$ cat config.mk
export PLATFORM = sky130hd
export DESIGN_NAME = decimal_expression_calculator
export DESIGN_NICKNAME = d
export VERILOG_FILES = /design/src/rtl/dec_calc_pkg.sv /design/src/rtl/decimal_expression_calculator.sv
export SDC_FILE = /design/constraint.sdc
export NUM_CORES = 1
export LEC_CHECK = 0
export ABC_AREA = 1
export BUFFER_PORTS_ARGS = -buffer_cell sky130_fd_sc_hd__buf_2
export CAP_MARGIN = 20
export CORE_MARGIN = 2
export CORE_UTILIZATION = 30
export DETAILED_ROUTE_END_ITERATION = 7
export PLACE_DENSITY_LB_ADDON = 0.1
export SYNTH_ARGS = -nofsm -noshare
export SYNTH_HDL_FRONTEND = slang
export SYNTH_SLANG_ARGS = --single-unit
$ cat constraint.sdc
create_clock -name clk -period 4.8 [get_ports clk]
set_input_delay 0.24 -clock clk [delete_from_list [all_inputs] [get_ports clk]]
set_output_delay 0.24 -clock clk [all_outputs]
set_load 0.02 [all_outputs]
$ cat src/rtl/dec_calc_pkg.sv
// Shared codes and character constants for the decimal expression calculator.
`timescale 1ns / 1ps

package dec_calc_pkg;

  // Line parse phase; the unused code behaves like PH_IGNORE.
  typedef enum logic [1:0] {
    PH_FIRST  = 2'd0,
    PH_SECOND = 2'd1,
    PH_IGNORE = 2'd2
  } phase_t;

  typedef enum logic [2:0] {
    OP_NONE = 3'd0,
    OP_ADD  = 3'd1,
    OP_SUB  = 3'd2,
    OP_MUL  = 3'd3,
    OP_DIV  = 3'd4
  } op_t;

  localparam logic [1:0] ST_OK   = 2'd0;
  localparam logic [1:0] ST_BAD  = 2'd1;
  localparam logic [1:0] ST_DIVZ = 2'd2;

  localparam logic [7:0] CH_NUL   = 8'h00;
  localparam logic [7:0] CH_ZERO  = 8'h30;
  localparam logic [7:0] CH_NINE  = 8'h39;
  localparam logic [7:0] CH_PLUS  = 8'h2B;
  localparam logic [7:0] CH_MINUS = 8'h2D;
  localparam logic [7:0] CH_STAR  = 8'h2A;
  localparam logic [7:0] CH_SLASH = 8'h2F;

  localparam int unsigned WORD_W = 32;
  localparam int unsigned CNT_W  = $clog2(WORD_W);

endpackage

$ cat src/rtl/decimal_expression_calculator.sv
// Top level of the decimal expression calculator: parser, shared ALU and sequencer.
`timescale 1ns / 1ps

// Usage:
//   in_*  : one ASCII character per request on in_tdata. NUL ends the line.
//   out_* : one result per line; out_tdata is the signed 32-bit value,
//           out_tuser the status (0 ok, 1 bad input, 2 divide by zero).
//   Any character other than NUL is taken while the block is idle and gives no result.
//   On NUL the block drops in_tready and evaluates with one shared 33-bit
//   adder/subtractor driven by a small sequencer:
//     no operator or zero divisor : straight to the done state and the output register
//     add or subtract             : one pass through the shared adder
//     multiply (shift-add)        : one multiplier bit per cycle
//     divide (restoring)          : sign fix-up around 32 steps
//   The iteration count of the shared adder sets the line-end latency; the
//   sustained rate is one character per cycle between terminators.
//   The result waits in an output register; characters of the next line are
//   still taken while it waits. If a new line ends before the old result is
//   taken, the sequencer holds its result in the done state until the slot
//   frees. Reset (rst_n low, synchronous) empties the output and returns
//   the parser to the first number phase with zero operands.
module decimal_expression_calculator (
  input  logic        clk,
  input  logic        rst_n,
  input  logic        in_tvalid,
  output logic        in_tready,
  input  logic [7:0]  in_tdata,   // [7:0] ch
  output logic        out_tvalid,
  input  logic        out_tready,
  output logic [31:0] out_tdata,  // [31:0] value (signed)
  output logic [1:0]  out_tuser   // [1:0] status
);

  localparam int unsigned W  = dec_calc_pkg::WORD_W;
  localparam int unsigned CW = dec_calc_pkg::CNT_W;

  typedef enum logic [2:0] {
    S_IDLE,
    S_ADDSUB,
    S_MUL,
    S_NEGA,
    S_NEGB,
    S_DIV,
    S_FIX,
    S_DONE
  } state_t;

  state_t               state_r;
  dec_calc_pkg::phase_t phase_r;
  dec_calc_pkg::op_t    op_r;
  logic [W-1:0]         a_r;       // first operand, then multiplicand / dividend-quotient
  logic [W-1:0]         b_r;       // second operand, then multiplier / divisor
  logic [W-1:0]         acc_r;     // product, remainder, then result
  logic [1:0]           st_r;
  logic                 neg_r;
  logic [CW-1:0]        cnt_r;
  logic                 out_tvalid_r;
  logic [W-1:0]         out_value_r;
  logic [1:0]           out_status_r;

  // Request handshakes
  logic in_acc;
  logic out_free;
  assign in_tready = (state_r == S_IDLE);
  assign in_acc    = in_tvalid && in_tready;
  assign out_free  = !out_tvalid_r || out_tready;

  assign out_tvalid = out_tvalid_r;
  assign out_tdata  = out_value_r;
  assign out_tuser  = out_status_r;

  // Character decode
  logic                 is_digit;
  logic [3:0]           digit;
  logic [7:0]           ch_off;
  dec_calc_pkg::op_t    ch_op;
  assign is_digit = (in_tdata >= dec_calc_pkg::CH_ZERO) && (in_tdata <= dec_calc_pkg::CH_NINE);
  assign ch_off   = in_tdata - dec_calc_pkg::CH_ZERO;
  assign digit    = ch_off[3:0];

  always_comb begin
    priority if (in_tdata == dec_calc_pkg::CH_PLUS)  ch_op = dec_calc_pkg::OP_ADD;
    else if     (in_tdata == dec_calc_pkg::CH_MINUS) ch_op = dec_calc_pkg::OP_SUB;
    else if     (in_tdata == dec_calc_pkg::CH_STAR)  ch_op = dec_calc_pkg::OP_MUL;
    else if     (in_tdata == dec_calc_pkg::CH_SLASH) ch_op = dec_calc_pkg::OP_DIV;
    else                                             ch_op = dec_calc_pkg::OP_NONE;
  end

  // Decimal accumulation: n*10 + digit as (n<<3) + (n<<1) + digit, wrapping.
  logic [W-1:0] acc_src;
  logic [W-1:0] acc_ten;
  assign acc_src = (phase_r == dec_calc_pkg::PH_FIRST) ? a_r : b_r;
  assign acc_ten = (acc_src << 3) + (acc_src << 1) + {{(W-4){1'b0}}, digit};

  // Shared adder/subtractor, one extra bit for the borrow of division steps.
  logic [W:0] alu_x;
  logic [W:0] alu_y;
  logic       alu_sub;
  logic [W:0] alu_sum;
  assign alu_sum = alu_x + (alu_sub ? ~alu_y : alu_y) + {{W{1'b0}}, alu_sub};

  always_comb begin
    alu_x   = {1'b0, a_r};
    alu_y   = {1'b0, b_r};
    alu_sub = 1'b0;
    unique case (state_r)
      S_ADDSUB: alu_sub = (op_r == dec_calc_pkg::OP_SUB);
      S_MUL: begin
        alu_x = {1'b0, acc_r};
        alu_y = {1'b0, a_r};
      end
      S_NEGA: begin
        alu_x   = '0;
        alu_y   = {1'b0, a_r};
        alu_sub = 1'b1;
      end
      S_NEGB: begin
        alu_x   = '0;
        alu_y   = {1'b0, b_r};
        alu_sub = 1'b1;
      end
      S_DIV: begin
        alu_x   = {acc_r, a_r[W-1]};
        alu_y   = {1'b0, b_r};
        alu_sub = 1'b1;
      end
      S_FIX: begin
        alu_x   = '0;
        alu_y   = {1'b0, a_r};
        alu_sub = 1'b1;
      end
      S_IDLE, S_DONE: begin
        alu_x = {1'b0, a_r};
      end
      default: begin
        alu_x = {1'b0, a_r};
      end
    endcase
  end

  logic cnt_last;
  assign cnt_last = (cnt_r == {CW{1'b1}});

  always_ff @(posedge clk) begin
    if (!rst_n) begin
      state_r      <= S_IDLE;
      phase_r      <= dec_calc_pkg::PH_FIRST;
      op_r         <= dec_calc_pkg::OP_NONE;
      a_r          <= '0;
      b_r          <= '0;
      cnt_r        <= '0;
      out_tvalid_r <= 1'b0;
    end else begin
      // Retire the waiting result once taken; the done state reloads it itself.
      if (out_tvalid_r && out_tready && (state_r != S_DONE)) begin
        out_tvalid_r <= 1'b0;
      end

      unique case (state_r)
        S_IDLE: begin
          if (in_acc) begin
            if (in_tdata == dec_calc_pkg::CH_NUL) begin
              // End of line: pick the evaluation path.
              st_r  <= dec_calc_pkg::ST_OK;
              acc_r <= '0;
              cnt_r <= '0;
              neg_r <= a_r[W-1] ^ b_r[W-1];
              unique case (op_r)
                dec_calc_pkg::OP_ADD, dec_calc_pkg::OP_SUB: state_r <= S_ADDSUB;
                dec_calc_pkg::OP_MUL: state_r <= S_MUL;
                dec_calc_pkg::OP_DIV: begin
                  if (b_r == '0) begin
                    st_r    <= dec_calc_pkg::ST_DIVZ;
                    state_r <= S_DONE;
                  end else begin
                    state_r <= S_NEGA;
                  end
                end
                default: begin
                  st_r    <= dec_calc_pkg::ST_BAD;
                  state_r <= S_DONE;
                end
              endcase
            end else begin
              unique case (phase_r)
                dec_calc_pkg::PH_FIRST: begin
                  if (is_digit) begin
                    a_r <= acc_ten;
                  end else begin
                    op_r    <= ch_op;
                    phase_r <= (ch_op != dec_calc_pkg::OP_NONE) ?
                               dec_calc_pkg::PH_SECOND : dec_calc_pkg::PH_IGNORE;
                  end
                end
                dec_calc_pkg::PH_SECOND: begin
                  if (is_digit) begin
                    b_r <= acc_ten;
                  end else begin
                    phase_r <= dec_calc_pkg::PH_IGNORE;
                  end
                end
                default: begin
                end
              endcase
            end
          end
        end

        S_ADDSUB: begin
          acc_r   <= alu_sum[W-1:0];
          state_r <= S_DONE;
        end

        // Shift-add: one multiplier bit per cycle, low word kept.
        S_MUL: begin
          if (b_r[0]) begin
            acc_r <= alu_sum[W-1:0];
          end
          a_r   <= a_r << 1;
          b_r   <= b_r >> 1;
          cnt_r <= cnt_r + 1'b1;
          if (cnt_last) begin
            state_r <= S_DONE;
          end
        end

        S_NEGA: begin
          if (a_r[W-1]) begin
            a_r <= alu_sum[W-1:0];
          end
          state_r <= S_NEGB;
        end

        S_NEGB: begin
          if (b_r[W-1]) begin
            b_r <= alu_sum[W-1:0];
          end
          state_r <= S_DIV;
        end

        // Restoring division: shift dividend bit into the remainder, keep
        // the difference when it does not borrow.
        S_DIV: begin
          if (!alu_sum[W]) begin
            acc_r <= alu_sum[W-1:0];
          end else begin
            acc_r <= alu_x[W-1:0];
          end
          a_r   <= {a_r[W-2:0], !alu_sum[W]};
          cnt_r <= cnt_r + 1'b1;
          if (cnt_last) begin
            state_r <= S_FIX;
          end
        end

        S_FIX: begin
          acc_r   <= neg_r ? alu_sum[W-1:0] : a_r;
          state_r <= S_DONE;
        end

        // Hold until the output register is free, then clear the line state.
        S_DONE: begin
          if (out_free) begin
            out_tvalid_r <= 1'b1;
            out_value_r  <= acc_r;
            out_status_r <= st_r;
            phase_r      <= dec_calc_pkg::PH_FIRST;
            op_r         <= dec_calc_pkg::OP_NONE;
            a_r          <= '0;
            b_r          <= '0;
            state_r      <= S_IDLE;
          end
        end

        default: state_r <= S_IDLE;
      endcase
    end
  end

  // A result only leaves the sequencer's done state.
  a_result_from_done: assert property (@(posedge clk) disable iff (!rst_n)
    $rose(out_tvalid_r) |-> $past(state_r == S_DONE))
    else $error("result appeared outside the done state");

  // Error statuses carry a zero value.
  a_status_value: assert property (@(posedge clk) disable iff (!rst_n)
    out_tvalid_r |-> (out_status_r == dec_calc_pkg::ST_OK || out_value_r == '0))
    else $error("nonzero value with error status");

  // The unused status code never goes out.
  a_status_code: assert property (@(posedge clk) disable iff (!rst_n)
    out_tvalid_r |-> (out_status_r == dec_calc_pkg::ST_OK ||
                      out_status_r == dec_calc_pkg::ST_BAD ||
                      out_status_r == dec_calc_pkg::ST_DIVZ))
    else $error("undefined status code");

  // Iteration counter is back at zero whenever a new line can start.
  a_cnt_idle: assert property (@(posedge clk) disable iff (!rst_n)
    (state_r == S_IDLE) |-> (cnt_r == '0))
    else $error("iteration counter not cleared in idle");

endmodule

Word-level counts from Yosys, hierarchy flattened --
Cells that the tools add are included.
Word-level totals: flip-flop bits (word level) 147, input bits 12, output and inout bits 36
Cells by class: $add $sub $neg 6, magnitude comparators 2, eq/ne operators 34, muxes and demuxes 56, bitwise operators 2, reductions and logical operators 35
Operator list (number):
- $mux 32 | 16
- $pmux 32 s5 | 2
- $pmux 32 s4 | 1
- $pmux 33 s3 | 1
- $mux 3 | 14
- $add 33x1->33 | 1
- $add 33x33->33 | 1
- $mux 33 | 1
- $not 33->33 | 1
- $add 32x32->32 | 1
- $add 32x4->32 | 1
- $eq 8x6->1 const B | 4
- $logic_not 32->1 | 1
- $mux 31 | 1
- $pmux 3 s7 | 1
- $reduce_and 7->1 | 3
- $reduce_and 6->1 | 3
- $ne 2x2->1 const B | 8
- $eq 3x3->1 const B | 5
- $mux 2 | 7
- $eq 3x2->1 const B | 4
- $pmux 2 s2 | 3
- $mux 5 | 2
- $ne 2x1->1 const B | 5
- other kinds (31) | 48

Logic depth before layout (Yosys ltp) --
word-level depth 12, gate-level depth with buffers 24

Least setup slack after synthesis --
No wires, ideal clock.
path kind register -> register, from register state_r[0], to register acc_r[0] (enable), setup time 470 ps, data arrival time 3442 ps, path slack 888 ps, cell stages (with the launch flop) 6, path through dfxtp_1 nor2_1 nand2_1 inv_2 clkbuf_1 a211oi_1
Between the ends: longest elaborated chain between the ends 4
RTL lines:
- from (decl) | line decimal_expression_calculator.sv:48 | state_t state_r;
- from (signal assigned) | line decimal_expression_calculator.sv:146 | state_r <= S_IDLE;
- from (signal assigned) | line decimal_expression_calculator.sv:169 | dec_calc_pkg::OP_ADD, dec_calc_pkg::OP_SUB: state_r <= S_ADDSUB;
- from (signal assigned) | line decimal_expression_calculator.sv:170 | dec_calc_pkg::OP_MUL: state_r <= S_MUL;
- $logic_not 3->1 | line decimal_expression_calculator.sv:64, decimal_expression_calculator.sv:159
- $logic_and 1x1->1 | line decimal_expression_calculator.sv:65 | assign in_acc = in_tvalid && in_tready;
- $ne 2x1->1 (no line)
- $reduce_and 5->1 (no line) *
- to (signal assigned) | line decimal_expression_calculator.sv:210 | acc_r <= alu_sum[W-1:0];
- to (signal assigned) | line decimal_expression_calculator.sv:217 | acc_r <= alu_sum[W-1:0];
- to (signal assigned) | line decimal_expression_calculator.sv:245 | acc_r <= alu_sum[W-1:0];
- to (decl) | line decimal_expression_calculator.sv:53 | logic [W-1:0] acc_r;
Mark *: on every way between the ends. The rest lies on a longest branch, timed or not. A chain may end at the register's enable or synchronous reset.

Final worst setup path --
from register state_r[0], to register acc_r[18] (data pin)
Between the ends: longest elaborated chain between the ends 9
RTL lines:
- parallel branches: the longest is 8 deep, another holds $add 33x33->33
- $pmux 32 s5 * | line decimal_expression_calculator.sv:159 | unique case (state_r)
- to (signal assigned) | line decimal_expression_calculator.sv:245
- to (signal assigned) | line decimal_expression_calculator.sv:247 | acc_r <= alu_x[W-1:0];
- to (signal assigned) | line decimal_expression_calculator.sv:257 | acc_r <= neg_r ? alu_sum[W-1:0] : a_r;
Every way passes the cells marked *. The select of a mux whose other input is x is not followed.

==> flow_metrics.py <==
metrics = {
    "timing": {
        "setup_tns_ps": 0,
        "slew_viol_final": 0,
        "min_period_ps": 4506,
        "hold_slack_ps": 103.8,
        "layout_setup_ws_ps": 294.2,
        "finalSetupViolCount": 0,
        "fmax_mhz": 221.9,
        "rsz0062_at_grt": "true",
        "fin_crit_sh": 0.9387,
        "tightest_slew_ps": 1023,
        "hold_viol": 0,
        "skew_ps": 14.26,
        "slew_headroom": 0.3168,
    },
    "power_and_ir_drop": {
        "clkPwrFrac": 0.121,
        "p_switching_mw": 7.011,
        "power_leakage_nw": 6.479,
        "pwr_density_cell_nw_per_um2": 828.1,
        "netSwitchingFraction": 0.5771,
        "ir_worst_vdd_mv": 0.2960,
        "pwr-share-seq": 0.177,
        "p_comb_frac": 0.702,
        "p_int_mw": 5.139,
    },
    "critical_path": {
        "worst-setup-path-type": "flop to flop",
        "end_kind": "flop",
        "startpoint_type": "flop",
        "critPathArrivalTime_ps": 4710,
        "critPathMaxFanout": 24,
        "required_ps": 5010,
    },
    "synthesis": {
        "synthXorXnorAreaFrac": 0.04348,
        "syn_inst": 1985,
        "syn_area_um2": 13090,
        "synthMuxAreaShare": 0,
        "synth-adder-area-share": 0.09155,
        "synthArstFlopShare": 0,
        "synth_compound_gate_area_share": 0.2247,
        "synth_cell_types": 50,
        "synth_top_family_by_area": "simple AND/OR/NAND/NOR gates",
        "synth_edf_count": 69,
        "syn-num-nets": 2091,
        "syn_area_per_cell_um2": 6.596,
        "synth_ff_type": "dfxtp_1",
        "ys_warn_count": 0,
        "yosys.area_share.simple": 0.2696,
        "ys_ff_latch": 147,
        "seq_area_frac_synth": 0.2775,
    },
    "routing": {
        "wl_per_cell_um": 20.34,
        "drtIter0Drc": 1298,
        "totalWireLength_mm": 52.94,
        "dr.pass1.iters": 7,
        "via_count": 13750,
        "postRouteAntennaNets": 0,
        "drc": 0,
        "vias_per_cell": 5.282,
    },
    "final_layout": {
        "layout.nets": 2111,
        "diodes": 0,
        "drive_gt1_frac": 0.07433,
        "utilization": 0.3406,
        "area.growth.synth_to_final_pct": 12.06,
    },
    "cts": {
        "cts_root_buf": "clkbuf_16",
        "cts_hold_repair.buffers": 0,
        "htreeDepth": 4,
        "insertion_delay_ps": 460,
        "path_clk_slew_ps": 70,
        "clockBufferDepth": 2,
        "cts_sinks": 147,
        "cts_setup_buffers": 0,
        "cts_tree": "yes",
        "numCtsBuffers": 17,
    },
    "placement": {
        "dp_hpwl_mm": 40.98,
        "gp_congestion": 0.9802,
        "port_buffers": 47,
        "dpl_worst_slack_ps": 408.5,
    },
    "die": {
        "ios": 48,
        "start_util": 0.3039,
        "dieArea_um2": 45330,
        "num_rows": 76,
        "die_width_um": 212.9,
        "core_area_um2": 43080,
        "die_h_um": 212.9,
    },
    "grt": {
        "grtUsageMet3": 0.02456,
        "grt_pass1_wl_mm": 80.03,
        "met1_usage": 0.3507,
        "overflow": 0,
        "antenna_found_initial": 0,
        "grt_busiest_layer": "met2",
        "grt_max_degree": 59,
        "grt_usage": 0.2370,
        "grtUsageMet2": 0.3594,
        "grt_pass1_vias": 12830,
    },
    "run_status": {
        "status": "complete, no violations",
    },
    "flow_run": {
        "cap_violations": 0,
    },
    "min_path": {
        "min_path_type": "input pin to flop",
    },
}
-- flip-flops by register name (all words and copies together), names as in the netlist, 2 cells and up --
name	flops
a_r	32
acc_r	32
b_r	32
cnt_r	5
op_r	3
out_tdata	32
out_tuser	2
phase_r	2
st_r	2
state_r	3
-- power by group through the flow --
stage          logic [mW]  clock network (mW)  registers, mW
2_1_floorplan        5.67                   0           2.00
3_3_place_gp         8.41                   0           2.17
3_5_place_dp         8.38                   0           2.17
4_1_cts              8.41                1.49           2.15
5_1_grt              9.46                1.54           2.20
6_report             8.53                1.47           2.15
-- critical path, cell delays in order, from the launching register on --
cell and delay, ps:
dfxtp_1 500, nand2_2 150, nand2_2 170, nand2_1 140, inv_2 390, buf_4 260
a221oi_1 70, a21oi_1 240, ha_1 340, a21oi_1 260, nor2_1 60, nor2_1 120
o21ai_0 210, a21oi_1 440, o21ai_0 220, or2_2 360, nand2_1 70, nand2_1 50
o211ai_1 110, nand3_1 90
-- per-layer routing --
metal,up-vias,wire length [um]
met5,-,0
met4,0,1119
met3,53,2890
met2,428,22850
met1,6476,26080
li1,6791,-
-- logic make-up after synthesis --
family | after synthesis
simple gates | 844
xor+xnor | 65
buf+inv | 318
compound gates | 517
fa+ha+maj | 94
flops | 147
-- path summary, 6_finish.rpt --
path                                 start           end  slack, ps  depth (start not counted)
worst min-delay path            out_tready    out_tvalid        100                          4
worst min register to register     st_r[1]  out_tuser[1]        430                          0
worst max-delay path            state_r[0]     acc_r[18]        290                         19
worst max register to register  state_r[0]     acc_r[18]        290                         19
-- layout make-up --
cell class	instances	area (um2)
Clock buffer	27	579.3
Clock inverter	5	52.55
Fill cell	4760	28400
Inverter	241	910.9
Multi-Input combinational cell	1520	8270
Sequential cell	147	3633
Tap cell	585	732.0
Timing Repair Buffer	78	493.0
-- Yosys cell counts (4+ instances only) --
library cell,count,area share
nand3_1,128,0.049
dfxtp_1,78,0.12
inv_2,10,0.0029
o22ai_1,8,0.0038
a21oi_1,226,0.086
clkbuf_1,57,0.016
o21ai_1,10,0.0038
and2_1,4,0.0019
a31oi_1,7,0.0033
edfxtp_1,69,0.16
o21bai_1,4,0.0023
nor3_1,17,0.0065
inv_1,226,0.065
nand2_1,513,0.15
nor2_1,119,0.034
nor4_1,11,0.0053
nand3b_1,4,0.0023
clkinv_1,5,0.0014
xor2_1,52,0.035
buf_2,12,0.0046
ha_1,91,0.087
nand4_1,28,0.013
or2_2,9,0.0043
a21o_1,12,0.0069
buf_1,5,0.0014
o32ai_1,4,0.0027
o2111ai_1,6,0.0040
nand2_2,5,0.0024
a221oi_1,28,0.019
o211ai_1,19,0.011
xnor2_1,13,0.0087
a22oi_1,4,0.0023
o221ai_1,4,0.0027
o21ai_0,165,0.063
-- timing repair --
action / CTS / global route
resized for setup: 0 / 4
hold endpoints to repair: 0 / 0
endpoints found under the setup margin: 0 / 30
-- cell usage in the layout (no fill, tap or decap), types with 12 or more instances in the layout --
master and count:
nor3_1 16, buf_2 47, nand2_1 511, a21o_1 12
xor2_1 52, buf_4 29, nor2_1 117, edfxtp_1 69
ha_1 91, o21ai_0 165, o211ai_1 19, clkbuf_16 21
xnor2_1 13, inv_1 226, nand3_1 128, a221oi_1 28
nand4_1 28, a21oi_1 226, dfxtp_1 78
-- stage by stage --
step / instances / power [mW] / area (um2)
finish: 2603 / 12.15 / 14670
floorplan: 1985 / 7.669 / 13090
CTS: 2603 / 12.05 / 14660
detailed placement: 2571 / 10.55 / 14030
global placement: 2571 / 10.58 / 14030
global route: 2603 / 13.20 / 14670
(Power assumes the default switching activity.)
